--- config.mk ---
export PLATFORM = sky130hd
export DESIGN_NAME = hd_front
export DESIGN_NICKNAME = d
export VERILOG_FILES = /design/src/hw/rtl/heading_and_distance_assert.svh /design/src/hw/rtl/hd_pkg.sv /design/src/hw/rtl/hd_front.sv
export SDC_FILE = /design/constraint.sdc
export NUM_CORES = 2
export LEC_CHECK = 0
export BUFFER_PORTS_ARGS = -buffer_cell sky130_fd_sc_hd__buf_2
export CAP_MARGIN = 20
export CORE_MARGIN = 4
export CORE_UTILIZATION = 45
export DETAILED_ROUTE_END_ITERATION = 16
export GPL_TIMING_DRIVEN = 0
export PLACE_DENSITY = 0.72
export SKIP_CTS_REPAIR_TIMING = 1
export SLEW_MARGIN = 20
export SYNTH_ARGS = -nofsm -noshare
export SYNTH_HDL_FRONTEND = slang
export SYNTH_SLANG_ARGS = --single-unit
--- constraint.sdc ---
create_clock -name clk -period 15.45 [get_ports clk]
set_input_delay 2.3175 -clock clk [delete_from_list [all_inputs] [get_ports clk]]
set_output_delay 2.3175 -clock clk [all_outputs]
set_load 0.01 [all_outputs]
--- src/hw/rtl/heading_and_distance_assert.svh ---
// Assertion helpers for the file that checks the heading and distance block.
// Each macro samples on the rising edge of clk and is switched off while arst_n is low.
`ifndef HEADING_AND_DISTANCE_ASSERT_SVH
`define HEADING_AND_DISTANCE_ASSERT_SVH

// The consequent must hold in the same cycle as the antecedent.
`define HD_ASSERT_IMPL(label, ante, cons, msg) \
	label: assert property (@(posedge clk) disable iff (!arst_n) (ante) |-> (cons)) \
		else $error(msg);

// The consequent must hold a fixed number of cycles after the antecedent.
`define HD_ASSERT_DELAY(label, ante, n, cons, msg) \
	label: assert property (@(posedge clk) disable iff (!arst_n) (ante) |-> ##n (cons)) \
		else $error(msg);

`endif

--- src/hw/rtl/hd_pkg.sv ---
`timescale 1ns / 1ps

package hd_pkg;

	// Field widths.
	localparam int IN_W   = 20;
	localparam int DIFF_W = IN_W + 1;
	localparam int HEAD_W = 19;
	localparam int DIST_W = 21;
	localparam int THR_W  = 16;

	// Square root: one result bit per stage over the sum of squares.
	localparam int SQ_W       = 2 * DIFF_W;
	localparam int SQRT_STEPS = SQ_W / 2;
	localparam int SQRT_TOP   = SQ_W - 2;

	// CORDIC datapath: guard bits below the differences, angle in 2^-32 rad.
	localparam int CORDIC_STEPS     = 20;
	localparam int CORDIC_MAX_STEPS = 30;
	localparam int GUARD            = 8;
	localparam int CW               = 32;
	localparam int ZW               = 36;
	localparam int ANG_FRAC         = 16;
	localparam int QW               = ZW - ANG_FRAC;

	// Pipeline depth.
	localparam int PIPE_STEPS   = (CORDIC_STEPS > SQRT_STEPS) ? CORDIC_STEPS : SQRT_STEPS;
	localparam int FRONT_STAGES = 3;
	localparam int BACK_STAGES  = 2;
	localparam int LATENCY      = FRONT_STAGES + PIPE_STEPS + BACK_STAGES;

	// Constants.
	localparam logic [THR_W-1:0]      THR_RESET = THR_W'(7);
	localparam logic signed [ZW-1:0]  PI_Q32    = 36'sd13493037704;
	localparam logic signed [ZW-1:0]  HALF_LSB  = ZW'(32768);
	localparam logic signed [QW-1:0]  Q_PI      = QW'(205887);
	localparam logic signed [QW-1:0]  Q_PI_MAX  = QW'(205886);
	localparam logic signed [QW-1:0]  Q_PI_NEG  = -Q_PI;
	localparam logic signed [HEAD_W-1:0] HEAD_MIN = -19'sd205887;
	localparam logic signed [HEAD_W-1:0] HEAD_MAX = 19'sd205886;
	localparam logic [DIST_W-1:0]     DIST_MAX  = DIST_W'(1482910);

	// atan(2^-i) in units of 2^-32 rad, rounded to nearest.
	localparam logic signed [ZW-1:0] CORDIC_ANGLE [CORDIC_MAX_STEPS] = '{
		36'sd3373259426, 36'sd1991351318, 36'sd1052175346, 36'sd534100635,
		36'sd268086748,  36'sd134174063,  36'sd67103403,   36'sd33553749,
		36'sd16777131,   36'sd8388597,    36'sd4194303,    36'sd2097152,
		36'sd1048576,    36'sd524288,     36'sd262144,     36'sd131072,
		36'sd65536,      36'sd32768,      36'sd16384,      36'sd8192,
		36'sd4096,       36'sd2048,       36'sd1024,       36'sd512,
		36'sd256,        36'sd128,        36'sd64,         36'sd32,
		36'sd16,         36'sd8
	};

	// Work carried through the iteration stages.
	typedef struct packed {
		logic [SQ_W-1:0]        rem;
		logic [SQ_W-1:0]        root;
		logic signed [CW-1:0]   x;
		logic signed [CW-1:0]   y;
		logic signed [ZW-1:0]   z;
		logic                   neg_axis;
	} hd_work_t;

endpackage

--- src/hw/rtl/hd_front.sv ---
`timescale 1ns / 1ps

module hd_front
	import hd_pkg::*;
(
	input  logic                     clk,
	input  logic                     arst_n,
	input  logic                     in_valid,
	input  logic signed [IN_W-1:0]   from_x,
	input  logic signed [IN_W-1:0]   from_y,
	input  logic signed [IN_W-1:0]   to_x,
	input  logic signed [IN_W-1:0]   to_y,
	output logic                     out_valid,
	output hd_work_t                 out_work
);

	logic                      valid_s1, valid_s2, valid_s3;
	logic signed [DIFF_W-1:0]  dx_s1, dy_s1;
	logic [SQ_W-1:0]           sqx_s2, sqy_s2;
	logic signed [CW-1:0]      x0_s2, y0_s2;
	logic signed [ZW-1:0]      z0_s2;
	logic                      neg_axis_s2;
	hd_work_t                  work_s3;

	logic signed [DIFF_W-1:0]  dx_c, dy_c;
	logic signed [SQ_W-1:0]    sqx_c, sqy_c;
	logic                      neg_x;
	logic signed [DIFF_W-1:0]  ax_c, ay_c;
	logic signed [ZW-1:0]      z0_c;
	hd_work_t                  work_c;

	// Valid bits of the three front stages.
	always_ff @(posedge clk or negedge arst_n) begin
		if (!arst_n) begin
			valid_s1 <= 1'b0;
			valid_s2 <= 1'b0;
			valid_s3 <= 1'b0;
		end else begin
			valid_s1 <= in_valid;
			valid_s2 <= valid_s1;
			valid_s3 <= valid_s2;
		end
	end

	// Stage 1: exact differences of the two positions.
	assign dx_c = $signed({to_x[IN_W-1], to_x}) - $signed({from_x[IN_W-1], from_x});
	assign dy_c = $signed({to_y[IN_W-1], to_y}) - $signed({from_y[IN_W-1], from_y});

	always_ff @(posedge clk) begin
		if (in_valid) begin
			dx_s1 <= dx_c;
			dy_s1 <= dy_c;
		end
	end

	// Stage 2: squares, and the vector folded into the right half plane.
	assign sqx_c = dx_s1 * dx_s1;
	assign sqy_c = dy_s1 * dy_s1;
	assign neg_x = dx_s1[DIFF_W-1];
	assign ax_c  = neg_x ? -dx_s1 : dx_s1;
	assign ay_c  = neg_x ? -dy_s1 : dy_s1;

	// A folded vector starts its angle at plus or minus pi, or at zero on the negative x axis.
	always_comb begin
		priority if (neg_x && !dy_s1[DIFF_W-1] && (dy_s1 != '0)) begin
			z0_c = PI_Q32;
		end else if (neg_x && dy_s1[DIFF_W-1]) begin
			z0_c = -PI_Q32;
		end else begin
			z0_c = '0;
		end
	end

	always_ff @(posedge clk) begin
		if (valid_s1) begin
			sqx_s2      <= sqx_c;
			sqy_s2      <= sqy_c;
			x0_s2       <= CW'(ax_c) <<< GUARD;
			y0_s2       <= CW'(ay_c) <<< GUARD;
			z0_s2       <= z0_c;
			neg_axis_s2 <= neg_x && (dy_s1 == '0);
		end
	end

	// Stage 3: sum of squares seeds the square root.
	assign work_c = '{
		rem:      sqx_s2 + sqy_s2,
		root:     '0,
		x:        x0_s2,
		y:        y0_s2,
		z:        z0_s2,
		neg_axis: neg_axis_s2
	};

	always_ff @(posedge clk) begin
		if (valid_s2) begin
			work_s3 <= work_c;
		end
	end

	assign out_valid = valid_s3;
	assign out_work  = work_s3;

endmodule

Yosys cells after proc, flatten, opt, wreduce, memory -nomap -nowiden --
Index checks and enable logic that the tools add are counted.
Word-level totals: memory bits (writable) 0, logic and storage cells 33, memories kept 0, bits in read-only memories 0, bits of input ports 83, output and inout port bits 186, flip-flop bits (word level) 329, bits in latches 0
Operators by class: multiply operators 2, muxes and demuxes 3, $add $sub $neg 5, eq/ne operators 0, bitwise operators 0, reductions and logical operators 7, div/mod/pow operators 0, shifts and indexed selects 0, $lt $le $gt $ge 0
Operators by type and width (number):
- 21-bit by 21-bit multiplier with 42-bit output | 2
- 42-bit adder | 1
- 21-bit two-way mux | 2
- 21-bit negation | 2
- 20-bit by 20-bit subtractor with 21-bit output | 2
- 36-bit two-way mux | 1
- 21-bit zero test | 1
- 21-bit nonzero test | 1
- 1-bit logical AND | 4
- 1-bit zero test | 1

Depth between registers and ports, before layout --
word-level depth 3, mapped depth 28, gate-level depth less buffers 25

Worst setup path after synthesis --
OpenSTA, ideal clock, no wires.
kind register to register, start point reg dx_s1[20], end point reg sqx_s2[41], data pin, setup slack 7.779 ns, cell stages (with the launch flop) 27, path buffers 4, data required time 15.184 ns, arrival 7.405 ns, library setup time 0.266 ns, clock period less this slack 7.671 ns, cells stage by stage edfxtp_1 > clkbuf_1 > clkbuf_1 > buf_1 > nand2_1 > fa_1 > inv_1 > fa_1 > inv_1 > fa_1 > inv_1 > fa_1 > fa_1 > fa_1 > inv_1 > fa_1 > inv_1 > ha_1 > clkbuf_1 > a21oi_1 > o21bai_1 > a21oi_1 > or3b_1 > o21ai_2 > o21ai_2 > nor4_1 > nor3_1
Between the ends: cells in the longest elaborated chain, start to end 1
RTL lines:
- start: declaration | RTL line hd_front.sv:18 | logic signed [DIFF_W-1:0] dx_s1, dy_s1;
- start signal: assignment | RTL line hd_front.sv:51 | dx_s1 <= dx_c;
- 21-bit by 21-bit multiplier with 42-bit output | RTL line hd_front.sv:57 | assign sqx_c = dx_s1 * dx_s1;
- net sqx_c[41] | RTL line hd_front.sv:26 | logic signed [SQ_W-1:0] sqx_c, sqy_c;
- end signal: assignment | RTL line hd_front.sv:76 | sqx_s2 <= sqx_c;
- end: declaration | RTL line hd_front.sv:19 | logic [SQ_W-1:0] sqx_s2, sqy_s2;
The timed path passes the listed nets, and every way through them passes these cells. A chain may end at the register's enable or synchronous reset.

Final worst setup path --
Ends and elaborated chain as after synthesis.

==> results.md <==
* Netlist Area Pre-Place at 43,000 µm²
* Slowest cell on crit path: clkbuf_1
* Asr flop ratio synth at 1.16%
* Area of the multi-input gates at 29,900 µm²
* Crit-path most repeated cell: fa_1
* Slew Viols, Final at 0
* Worst Hold Depth at 0
* Setup tns final at 0 ps
* Yosys top cell by area: fa_1
* Final hold vios at 0
* Hold path start: y0_s2[9]$_DFFE_PP_
* Num CTS Buffers at 31
* Critical path's top delay family: adder cells
* Min cycle time layout at 10,590 ps
* FILL cells at 8,589
* Vias per cell at 5.08
* Routability cong. at 0.969
* Unrepaired setup endpoints after global routing: false
* CP max stage delay at 900 ps
* Fin Clk Skew at 25.3 ps
* Synth Flop Type: edfxtp_1
* Outcome: completed
* Hold crit path type: reg2reg
* Htree depth at 1
* Setup CP Type: reg2reg
* CP startpoint kind: flop
* Final nets at 5,849
* Die Height at 317 µm
* DIE AREA at 101,000 µm²
* Largest net degree at the start of global routing at 53
* Root buffer cell: clkbuf_16
* Skew-Pair Late Insertion Delay at 620 ps
* Crit path capture type: flop
* CP required at 15,800 ps
* Synthesized netlist cell count at 4,290
* R2r endpoint: sqx_s2[41]$_DFFE_PP_
* First-pass GRT wire length at 170,000 µm
* Slew margin rel. at 18.7%
* CTS tree: done
* #FFs+latches synth at 259
* Top-count cell post-synth: inv_1
* Synth Warn # at 0
* Core ar. at 94,900 µm²
* Initial core utilization at 45.3%
* Clock Path Buffers at 3
* DR iter-0 viols at 1,989
* Critical path fanouts, max at 10
* Vias post-DR at 29,900
* R2R Setup Slk at 4860 ps
* Num ports at 269
* Vias in the first global route at 31,600
* Critical R2R Launch: dx_s1[20]$_DFFE_PP_
* Sequential cell area fraction in the yosys report at 18.1%
* Die X-Extent at 317 µm
* Max Cap Viol at 0
* DRC errors left at 0
* Top post-synthesis cells by count: inv_1, fa_1, ha_1
* Post-synth cell types at 80
* Routed WL at 108,000 µm
* EDFF count, synth at 256
* Num rows at 113
* Fmax at 0.0944 GHz
* Gr ovfl total at 0
* Clock transition at the registers of the reported paths at 70 ps
* Arr. time, crit path at 10,940 ps
* Slew @ Worst Pin at 1210 ps
* Initial antenna violation count at 3
* Routed len/inst at 18.3 µm
* Finish-stage setup viols at 0
* Area added between synthesis and finish at 9.44%
* Routed Antenna Nets at 0
* Final HPWL from detailed placement at 91,800 µm
* Antenna Cells at 0
* Register area at 7770 µm²
* Worst reg-to-reg path cell count at 26
* Fin crit share at 68.5%
* Hold endpoint: out_work[46]$_DFFE_PP_
* Synthesized area per cell at 10.0 µm²
* Drt first pass iters at 5
* CP bufs+invs at 9
* Yosys top cell area share at 38.8%
* Clock sink count at 259
* I/O Buffers at 207
* Dominant cells by area after synthesis: fa_1, edfxtp_1, inv_1
* Share of cells above drive strength 1 at 8.90%
* Total track usage at 22.1%
==> worst max path at each step <==
stage / end / slack (ps) / depth (start not counted) / from
2_1_floorplan: sqx_s2[41]$_DFFE_PP_ / 7780 / 26 / dx_s1[20]$_DFFE_PP_
3_3_place_gp: sqx_s2[41]$_DFFE_PP_ / 5030 / 26 / dx_s1[20]$_DFFE_PP_
3_5_place_dp: sqx_s2[41]$_DFFE_PP_ / 4990 / 26 / dx_s1[20]$_DFFE_PP_
4_1_cts: sqx_s2[41]$_DFFE_PP_ / 4960 / 26 / dx_s1[20]$_DFFE_PP_
5_1_grt: sqx_s2[41]$_DFFE_PP_ / 4430 / 26 / dx_s1[20]$_DFFE_PP_
6_report: sqx_s2[41]$_DFFE_PP_ / 4860 / 26 / dx_s1[20]$_DFFE_PP_
==> layout by cell type (no fill, tap or decap), drive strengths merged, types with 5 or more instances in the layout <==
cell type	n
a21oi	124
edfxtp	256
bufinv	5
nand4	22
and2	130
or3	13
o21ai	87
a31oi	8
ha	337
clkinv	19
a31o	9
nor2	141
nand3	31
nor2b	33
nand2b	27
fa	834
clkbuf	131
buf	321
nand3b	7
o31ai	10
xor2	58
o311ai	6
a211oi	16
inv	1170
o21bai	19
a21o	52
conb	61
o31a	5
a2111oi	5
o211ai	10
xnor2	160
o21a	26
or2	16
and3	17
or4	5
nand2	335
nor3	37
nor4	9
==> stage by stage <==
| stage | setup slack [ps] | area [µm²] | std cells | hold slack, ps | utilization, % |
|---|---|---|---|---|---|
| floorplan | 7780 | 43200 | 4350 | 400 | - |
| global placement | 5030 | 45800 | 5822 | 403 | 48.3 |
| detailed placement | 4990 | 45900 | 5826 | 405 | 48.4 |
| global route | 4430 | 47000 | 5885 | 422 | 49.6 |
| CTS | 4960 | 47000 | 5884 | 418 | 49.6 |
| finish | 4860 | 47000 | 5885 | 416 | 49.6 |
==> cell families (layout without fill, tap and decap cells) <==
family / Yosys count / after routing / share of synthesized area (%)
XOR/XNOR: 218 / 218 / 4.44
flip-flops: 259 / 259 / 18.1
multiplexers: 5 / 5 / 0.125
adder cells (fa/ha/maj): 1171 / 1171 / 48.7
AO/OA/AOI/OAI: 426 / 426 / 6.55
other: 1 / 61 / 0.00873
buffers and inverters: 1379 / 1649 / 12.9
AND/OR/NAND/NOR: 831 / 831 / 9.24
==> worst reg2reg max path, cell delays in order, from the launching register on <==
cell and delay, ps:
edfxtp_1 850, clkbuf_1 870, clkbuf_1 900, buf_1 810, nand2_1 240, fa_1 690, inv_1 140, fa_1 560
inv_1 80, fa_1 590, inv_1 380, fa_1 520, fa_1 510, fa_1 490, inv_1 50, fa_1 490
inv_1 40, ha_1 250, clkbuf_1 210, a21oi_1 190, o21bai_1 80, a21oi_1 200, or3b_1 390, o21ai_2 280
o21ai_2 160, nor4_1 300, nor3_1 80
==> area by class of cell <==
type	instances	area share, %
buffer	208	2.46
clock buffer	32	1.66
clock inverter	26	0.670
inverter	1171	9.34
multi-input combinational	2712	63.6
sequential	259	16.5
tap	1265	3.36
timing repair buffer	212	2.40
==> routing by layer <==
metal | GRT usage (%) | wire length (µm)
met1 | 30.2 | 44000
met3 | 4.72 | 10300
met2 | 35.4 | 49600
met4 | 6.76 | 3910
met5 | 0 | 0
==> sequential cells by signal (all words and copies together), names as in the netlist <==
| register | flops |
|---|---|
| valid_s2 | 1 |
| neg_axis_s2 | 1 |
| out_work | 88 |
| dy_s1 | 21 |
| sqx_s2 | 41 |
| sqy_s2 | 41 |
| dx_s1 | 21 |
| z0_s2 | 3 |
| valid_s1 | 1 |
| x0_s2 | 20 |
| out_valid | 1 |
| y0_s2 | 20 |
Power is not shown: default switching activity piles up to over one toggle a cycle in this logic, so the estimate is an artifact.
